### config.mk
export PLATFORM = sky130hd
export DESIGN_NAME = framed_packet_byte_parser
export DESIGN_NICKNAME = d
export VERILOG_FILES = /design/src/hw/rtl/fpbp_pkg.sv /design/src/hw/rtl/framed_packet_byte_parser.sv
export VERILOG_INCLUDE_DIRS = /design/src /design/src/hw/rtl
export SDC_FILE = /design/constraint.sdc
export NUM_CORES = 1
export LEC_CHECK = 0
export BUFFER_PORTS_ARGS = -buffer_cell sky130_fd_sc_hd__buf_2
export CELL_PAD_IN_SITES_DETAIL_PLACEMENT = 0
export CELL_PAD_IN_SITES_GLOBAL_PLACEMENT = 1
export CORE_ASPECT_RATIO = 1.75
export CORE_UTILIZATION = 48
export CTS_CLUSTER_SIZE = 16
export DETAILED_ROUTE_END_ITERATION = 7
export PLACE_DENSITY = 0.88
export SYNTH_ARGS = -nofsm -noshare
export SYNTH_HDL_FRONTEND = slang
export SYNTH_SLANG_ARGS = --single-unit
### constraint.sdc
create_clock -name i_clk -period 11.9 [get_ports i_clk]
set_clock_uncertainty 0.2 [all_clocks]
set_input_delay 1.19 -clock i_clk [delete_from_list [all_inputs] [get_ports i_clk]]
set_output_delay 1.19 -clock i_clk [all_outputs]
set_load 0.005 [all_outputs]
### src/hw/rtl/framed_packet_byte_parser_macros.svh
// ----------------------------------------------------------------------------
// framed_packet_byte_parser_macros.svh
// Assertion macros for the framed packet byte parser. Empty in synthesis.
// ----------------------------------------------------------------------------
`ifndef FRAMED_PACKET_BYTE_PARSER_MACROS_SVH
`define FRAMED_PACKET_BYTE_PARSER_MACROS_SVH

`ifndef SYNTHESIS

// Clocked check, masked while reset is asserted.
`define FPBP_ASSERT(lbl, clk, rst_n, prop, msg) \
    lbl: assert property (@(posedge clk) disable iff (!rst_n) prop) else $error(msg);

// Clocked check that also runs during reset.
`define FPBP_ASSERT_NR(lbl, clk, prop, msg) \
    lbl: assert property (@(posedge clk) prop) else $error(msg);

`else

`define FPBP_ASSERT(lbl, clk, rst_n, prop, msg)
`define FPBP_ASSERT_NR(lbl, clk, prop, msg)

`endif

`endif

### src/hw/rtl/fpbp_pkg.sv
// ----------------------------------------------------------------------------
// fpbp_pkg
// Shared constants and types for the framed packet byte parser.
// ----------------------------------------------------------------------------
`default_nettype none

package fpbp_pkg;

    localparam int unsigned ByteW = 8;
    localparam int unsigned WordW = 16;

    typedef logic [ByteW-1:0] t_byte;
    typedef logic [WordW-1:0] t_word;

    // Frame delimiters
    localparam t_byte SOF_BYTE      = 8'h3a;
    localparam t_byte EOF_BYTE_CR   = 8'h0d;
    localparam t_byte EOF_BYTE_LF   = 8'h0a;

    // Result event codes
    typedef enum logic [1:0] {
        EV_PAYLOAD = 2'd0,
        EV_DONE    = 2'd1,
        EV_DROP    = 2'd2
    } t_event;

endpackage

`default_nettype wire

### src/hw/rtl/framed_packet_byte_parser.sv
// ----------------------------------------------------------------------------
// framed_packet_byte_parser
// Byte-wise frame recognizer: 0x3a start, LE address/command/length header,
// payload, LE check word, 0x0d 0x0a end. Emits payload bytes, frame-complete
// and frame-drop results.
// ----------------------------------------------------------------------------
// Throughput: one byte per cycle, sustained, while the output is not stalled.
// Path: an accepted byte passes the input register, then the result register;
//   its result (if any) is shown on the outputs from the result register.
// Reset: i_rst_n synchronous active low; parser returns to hunting for the
//   start byte, held header fields clear, both pipeline registers empty.
// ----------------------------------------------------------------------------
`default_nettype none

`include "framed_packet_byte_parser_macros.svh"

module framed_packet_byte_parser
    import fpbp_pkg::*;
(
    input  wire logic        i_clk,
    input  wire logic        i_rst_n,

    // byte input channel
    input  wire logic        i_valid,
    output logic             o_stall,
    input  wire logic [7:0]  i_rx_byte,

    // result channel
    output logic             o_valid,
    input  wire logic        i_stall,
    output logic [1:0]       o_event_res,
    output logic [15:0]      o_frame_address,
    output logic [15:0]      o_frame_command,
    output logic [15:0]      o_frame_length,
    output logic [7:0]       o_payload_byte,
    output logic [15:0]      o_payload_index,
    output logic [15:0]      o_received_check
);

    // Parse phase; codes 12..15 are unreachable and fall back to hunting.
    typedef enum logic [3:0] {
        PH_HUNT    = 4'd0,
        PH_ADDR_LO = 4'd1,
        PH_ADDR_HI = 4'd2,
        PH_CMD_LO  = 4'd3,
        PH_CMD_HI  = 4'd4,
        PH_LEN_LO  = 4'd5,
        PH_LEN_HI  = 4'd6,
        PH_PAYLOAD = 4'd7,
        PH_CHK_LO  = 4'd8,
        PH_CHK_HI  = 4'd9,
        PH_END_A   = 4'd10,
        PH_END_B   = 4'd11
    } t_phase;

    // Input register stage
    logic   r_in_valid;
    t_byte  r_in_byte;

    // Parser state
    t_phase r_phase,   n_phase;
    t_word  r_address, n_address;
    t_word  r_command, n_command;
    t_word  r_length,  n_length;
    t_word  r_count,   n_count;
    t_word  r_check,   n_check;

    // Result register
    logic   r_out_valid;
    t_event r_event,   n_event;
    t_word  r_out_address;
    t_word  r_out_command;
    t_word  r_out_length;
    t_byte  r_out_byte,  n_out_byte;
    t_word  r_out_index, n_out_index;
    t_word  r_out_check, n_out_check;

    logic   n_has_result;
    logic   out_free;   // result register can take a new value this cycle
    logic   work;       // the held byte is parsed this cycle
    t_word  count_inc;
    t_word  length_full;

    // The result register frees when empty or when its transfer completes.
    // The input register moves whenever the parse stage moves, so a byte
    // is only held back while a finished result waits downstream.
    assign out_free = !r_out_valid || !i_stall;
    assign work     = r_in_valid && out_free;
    assign o_stall  = r_in_valid && !out_free;

    assign count_inc   = r_count + 16'd1;
    assign length_full = {r_in_byte, r_length[7:0]};

    // Next-state and result decode for the held byte
    always_comb begin
        n_phase      = r_phase;
        n_address    = r_address;
        n_command    = r_command;
        n_length     = r_length;
        n_count      = r_count;
        n_check      = r_check;
        n_has_result = 1'b0;
        n_event      = EV_PAYLOAD;
        n_out_byte   = '0;
        n_out_index  = '0;
        n_out_check  = '0;

        unique case (r_phase)
            PH_HUNT: begin
                if (r_in_byte == SOF_BYTE) begin
                    n_count = '0;
                    n_phase = PH_ADDR_LO;
                end
            end
            PH_ADDR_LO: begin
                n_address = {8'h00, r_in_byte};
                n_phase   = PH_ADDR_HI;
            end
            PH_ADDR_HI: begin
                n_address = {r_in_byte, r_address[7:0]};
                n_phase   = PH_CMD_LO;
            end
            PH_CMD_LO: begin
                n_command = {8'h00, r_in_byte};
                n_phase   = PH_CMD_HI;
            end
            PH_CMD_HI: begin
                n_command = {r_in_byte, r_command[7:0]};
                n_phase   = PH_LEN_LO;
            end
            PH_LEN_LO: begin
                n_length = {8'h00, r_in_byte};
                n_phase  = PH_LEN_HI;
            end
            PH_LEN_HI: begin
                n_length = length_full;
                // empty payload skips straight to the check word
                n_phase  = (length_full != '0) ? PH_PAYLOAD : PH_CHK_LO;
            end
            PH_PAYLOAD: begin
                n_has_result = 1'b1;
                n_event      = EV_PAYLOAD;
                n_out_byte   = r_in_byte;
                n_out_index  = r_count;
                if (count_inc == r_length) begin
                    n_count = '0;
                    n_phase = PH_CHK_LO;
                end else begin
                    n_count = count_inc;
                end
            end
            PH_CHK_LO: begin
                n_check = {8'h00, r_in_byte};
                n_phase = PH_CHK_HI;
            end
            PH_CHK_HI: begin
                n_check = {r_in_byte, r_check[7:0]};
                n_phase = PH_END_A;
            end
            PH_END_A: begin
                if (r_in_byte == EOF_BYTE_CR) begin
                    n_phase = PH_END_B;
                end else begin
                    // bad byte is consumed, even if it looks like a start
                    n_has_result = 1'b1;
                    n_event      = EV_DROP;
                    n_out_check  = r_check;
                    n_phase      = PH_HUNT;
                end
            end
            PH_END_B: begin
                n_has_result = 1'b1;
                n_event      = (r_in_byte == EOF_BYTE_LF) ? EV_DONE : EV_DROP;
                n_out_check  = r_check;
                n_phase      = PH_HUNT;
            end
            default: begin
                n_phase = PH_HUNT;
            end
        endcase
    end

    // State, input register and result register
    always_ff @(posedge i_clk) begin
        if (!i_rst_n) begin
            r_in_valid  <= 1'b0;
            r_out_valid <= 1'b0;
            r_phase     <= PH_HUNT;
            r_address   <= '0;
            r_command   <= '0;
            r_length    <= '0;
            r_count     <= '0;
            r_check     <= '0;
        end else begin
            if (!o_stall) begin
                r_in_valid <= i_valid;
                if (i_valid) begin
                    r_in_byte <= i_rx_byte;
                end
            end

            if (out_free) begin
                r_out_valid <= work && n_has_result;
            end

            if (work) begin
                r_phase   <= n_phase;
                r_address <= n_address;
                r_command <= n_command;
                r_length  <= n_length;
                r_count   <= n_count;
                r_check   <= n_check;
                if (n_has_result) begin
                    // header fields hold across payload and end phases
                    r_event       <= n_event;
                    r_out_address <= r_address;
                    r_out_command <= r_command;
                    r_out_length  <= r_length;
                    r_out_byte    <= n_out_byte;
                    r_out_index   <= n_out_index;
                    r_out_check   <= n_out_check;
                end
            end
        end
    end

    assign o_valid          = r_out_valid;
    assign o_event_res      = r_event;
    assign o_frame_address  = r_out_address;
    assign o_frame_command  = r_out_command;
    assign o_frame_length   = r_out_length;
    assign o_payload_byte   = r_out_byte;
    assign o_payload_index  = r_out_index;
    assign o_received_check = r_out_check;

    // ------------------------------------------------------------------------
    // Assertions
    // ------------------------------------------------------------------------
    `FPBP_ASSERT_NR(a_reset_clears, i_clk, !i_rst_n |=> (!o_valid && r_phase == PH_HUNT && !r_in_valid), "reset did not clear parser")
    `FPBP_ASSERT(a_held_byte_kept, i_clk, i_rst_n, (r_in_valid && !out_free) |=> (r_in_valid && $stable(r_in_byte)), "held input byte lost while output blocked")
    `FPBP_ASSERT(a_index_in_range, i_clk, i_rst_n, (o_valid && o_event_res == EV_PAYLOAD) |-> (o_payload_index < o_frame_length), "payload index beyond frame length")
    `FPBP_ASSERT(a_end_returns_hunt, i_clk, i_rst_n, (work && r_phase == PH_END_B) |=> (r_phase == PH_HUNT && o_valid), "end pair did not finish frame")

endmodule

`default_nettype wire

==> impl_metrics.json <==
{
  "layout-drive-gt1-share_pct": 19.19,
  "synth_common_cells": "nand2_1 (104), edfxtp_1 (98), dfxtp_1 (86), nand3_1 (69), a21oi_1 (63)",
  "final_core_utilization_pct": 57.34,
  "area_growth_pct": 16.21,
  "rrSetupSlack_ns": 8.03,
  "hold_viol": 0,
  "dp_hpwl_um": 12580,
  "fin_crit_sh_pct": 32.50,
  "share_comb_of_total_power_pct": 0.9,
  "p_switching_w": 0.0002533,
  "numCtsBuffers": 17,
  "ys_dominant_reg_cell": "edfxtp_1",
  "setup_ws_ns": 8.033,
  "clockPowerShare_pct": 45.6,
  "min_to": "o_frame_address[13]",
  "grt_pass1_vias": 5603,
  "setup_tns_ns": 0,
  "die_area_um2": 15930,
  "avgSynthCellArea_um2": 10.64,
  "crit_chain": "inv_1 > nor2_1 > nand2_1 > nor2_1 > nor2_1 > nor2_4 > buf_4",
  "io_pins": 104,
  "cts_buffer_depth": 2,
  "p_sw_share_pct": 20.27,
  "min_from": "r_address[13]",
  "ys_warn_count": 0,
  "ir_drop_v": 0.00009787,
  "viasPerCell": 5.853,
  "r2r_end": "o_frame_command[0]",
  "avgRoutedWirePerCell_um": 19.20,
  "internal_power_w": 0.0009965,
  "place_congestion": 0.9590,
  "worst-slew-pin-transition_ns": 1.157,
  "outcome": "completed",
  "start_kind": "register",
  "nets": 787,
  "cts-root-buf": "clkbuf_16",
  "syn_inst": 695,
  "via_count": 5683,
  "overflow": 0,
  "critPathMaxFanout": 90,
  "rows": 59,
  "max_freq_mhz": 258.6,
  "final-setup-viol-count": 0,
  "clk_pin_slew_worst_paths_ns": 0.07,
  "syn_area_um2": 7395,
  "clk-insertion-delay-late_ns": 0.42,
  "grt_pass1_wl_um": 29680,
  "critPathMaxStageDelay_ns": 0.81,
  "power_density_nw_per_um2": 145.4,
  "rsz0062_at_grt": "false",
  "required_ns": 11.74,
  "drt_drc_violations_left": 0,
  "syn_nets": 708,
  "synth_area_leaders": "edfxtp_1 (40%), dfxtp_1 (23%), nand2_1 (5.3%)",
  "relSlewSlack_pct": 22.90,
  "antenna_found_initial": 0,
  "synthDistinctLibCells": 54,
  "p_leak_nw": 2.747,
  "holdPathStages": 0,
  "initial_core_util_pct": 49.34,
  "synth_seq_cells": 184,
  "max-cap-violations": 0,
  "synthArstFlopShare_pct": 0,
  "timing.rr.start": "r_phase[1]",
  "hold-worst-slack_ns": 0.2353,
  "crit_top_cell": "nor2_1",
  "synth_edf_count": 98,
  "fp.coreArea_um2": 14990,
  "post-synth-top-count-cell": "nand2_1",
  "arrival_ns": 3.70,
  "drtIter0Drc": 301,
  "numClockSinks": 184,
  "reg2regPathDepth": 7,
  "slowest_stage": "nor2_1",
  "routed_wirelength_um": 18650,
  "netlist.area_leader.share_pct": 39.80,
  "crit_type": "register to register",
  "seq_area_frac_synth_pct": 63.08,
  "die_h_um": 166.2,
  "die_w_um": 95.83,
  "power.share.sequential_pct": 53.6,
  "pre_cts_ws_ns": 8.091,
  "grt_usage_pct": 24.95,
  "end_kind": "register",
  "cts_hold_buffers": 0,
  "min_period_ns": 3.867,
  "post_cts_buffers": 0,
  "fillCellCount": 1267,
  "cts-resized-gates": 0,
  "drt_first_pass_iters": 5,
  "cts_tree": "yes",
  "synth_top_cell_by_area": "edfxtp_1",
  "min_path_type": "register to register",
  "portBuffers": 103,
  "antenna_left": 0,
  "htreeDepth": 4,
  "grt_max_degree": 91,
  "drv_slew": 0
}
## layout by cell type, fill, tap and decap left out, types with 2 or more instances in the layout
| master | count |
|---|---|
| nand2_1 | 104 |
| buf_2 | 103 |
| edfxtp_1 | 98 |
| dfxtp_1 | 86 |
| nand3_1 | 69 |
| a21oi_1 | 63 |
| nor2_1 | 32 |
| and3_1 | 31 |
| o21ai_0 | 23 |
| and2_1 | 22 |
| clkbuf_16 | 17 |
| xnor2_1 | 14 |
| nand4_1 | 11 |
| nor3_1 | 10 |
| xor2_1 | 8 |
| a22oi_1 | 8 |
| nor4_1 | 6 |
| nor2b_1 | 6 |
| inv_6 | 5 |
| buf_4 | 5 |
| inv_1 | 4 |
| o211ai_1 | 4 |
| o311ai_2 | 4 |
| o21ai_1 | 4 |
| or4_1 | 3 |
| clkbuf_8 | 3 |
| and4_1 | 2 |
| nor3b_1 | 2 |
| o31ai_1 | 2 |
| a41oi_1 | 2 |
| a31oi_1 | 2 |
| or2_2 | 2 |
| clkinv_2 | 2 |
| bufinv_16 | 2 |
| clkinv_4 | 2 |
## sequential cells by signal, summed over array words and instances (netlist names)
signal,flops
o_frame_address,16
o_frame_command,16
o_frame_length,16
o_payload_index,16
o_received_check,16
r_address,16
r_check,16
r_command,16
r_count,16
r_length,16
o_payload_byte,8
r_in_byte,8
r_phase,4
o_event_res,2
o_valid,1
r_in_valid,1
## cell families after synthesis
logic type / Yosys count / synth area share, %
AND/OR/NAND/NOR: 309 / 20.74
adder cells (fa/ha/maj): 1 / 0.1692
AO/OA/AOI/OAI: 125 / 10.37
multiplexers: 1 / 0.1354
flip-flops: 184 / 63.08
XOR/XNOR: 22 / 2.606
buffers and inverters: 53 / 2.893
## how the worst max path moves through the flow
stage	startpoint	endpoint	slack (ns)	cells past startpoint
after CTS	r_phase[1]	o_frame_command[1]	8.07	7
final	r_phase[1]	o_frame_command[0]	8.03	7
after floorplan	r_phase[1]	o_event_res[0]	5.78	8
after detailed placement	r_phase[1]	o_frame_command[4]	8.09	7
after global routing	r_phase[1]	o_frame_command[1]	7.72	7
after global placement	r_phase[1]	o_frame_command[10]	8.21	7
## power by group through the flow
stage | sequential [W] | clock [W] | combinational [W]
final | 0.000670 | 0.000570 | 0.0000107
after global routing | 0.000669 | 0.000602 | 0.0000118
after CTS | 0.000669 | 0.000580 | 0.0000106
after detailed placement | 0.000684 | 0 | 0.0000106
after global placement | 0.000683 | 0 | 0.0000105
after floorplan | 0.000678 | 0 | 0.00000892
## worst max-delay path: cells and delay by family, from the launching register on
family	cells	cell delay, ns
AND/OR/NAND/NOR	5	1.64
buffers and inverters	2	0.99
flip-flops	1	0.52
## stage by stage
step / power, W / cells / area (um^2)
after floorplan: 0.0006871 / 695 / 7395
after global placement: 0.0006939 / 938 / 7989
after detailed placement: 0.0006942 / 938 / 7989
after CTS: 0.001260 / 970 / 8591
after global routing: 0.001283 / 970 / 8591
final: 0.001250 / 971 / 8593
## cell type report
| cell class | count | area, um^2 | area share [%] |
|---|---|---|---|
| clock buffers | 21 | 470.5 | 5.475 |
| multi-input cells | 458 | 2524 | 29.37 |
| clock inverters | 11 | 131.4 | 1.529 |
| inverters | 5 | 18.77 | 0.2184 |
| flip-flops and latches | 184 | 4664 | 54.28 |
| repair buffers | 108 | 553.0 | 6.436 |
| diodes | 1 | 2.502 | 0.02912 |
| well taps | 183 | 229.0 | 2.665 |
## metal layers
metal,vias up,wire length [um],track usage [%]
met5,-,0,0
met1,2718,6991,28.63
li1,2670,-,-
met3,71,784,3.709
met4,0,986,15.64
met2,224,9883,42.36
Note: power is estimated with default switching activity, not from simulation.
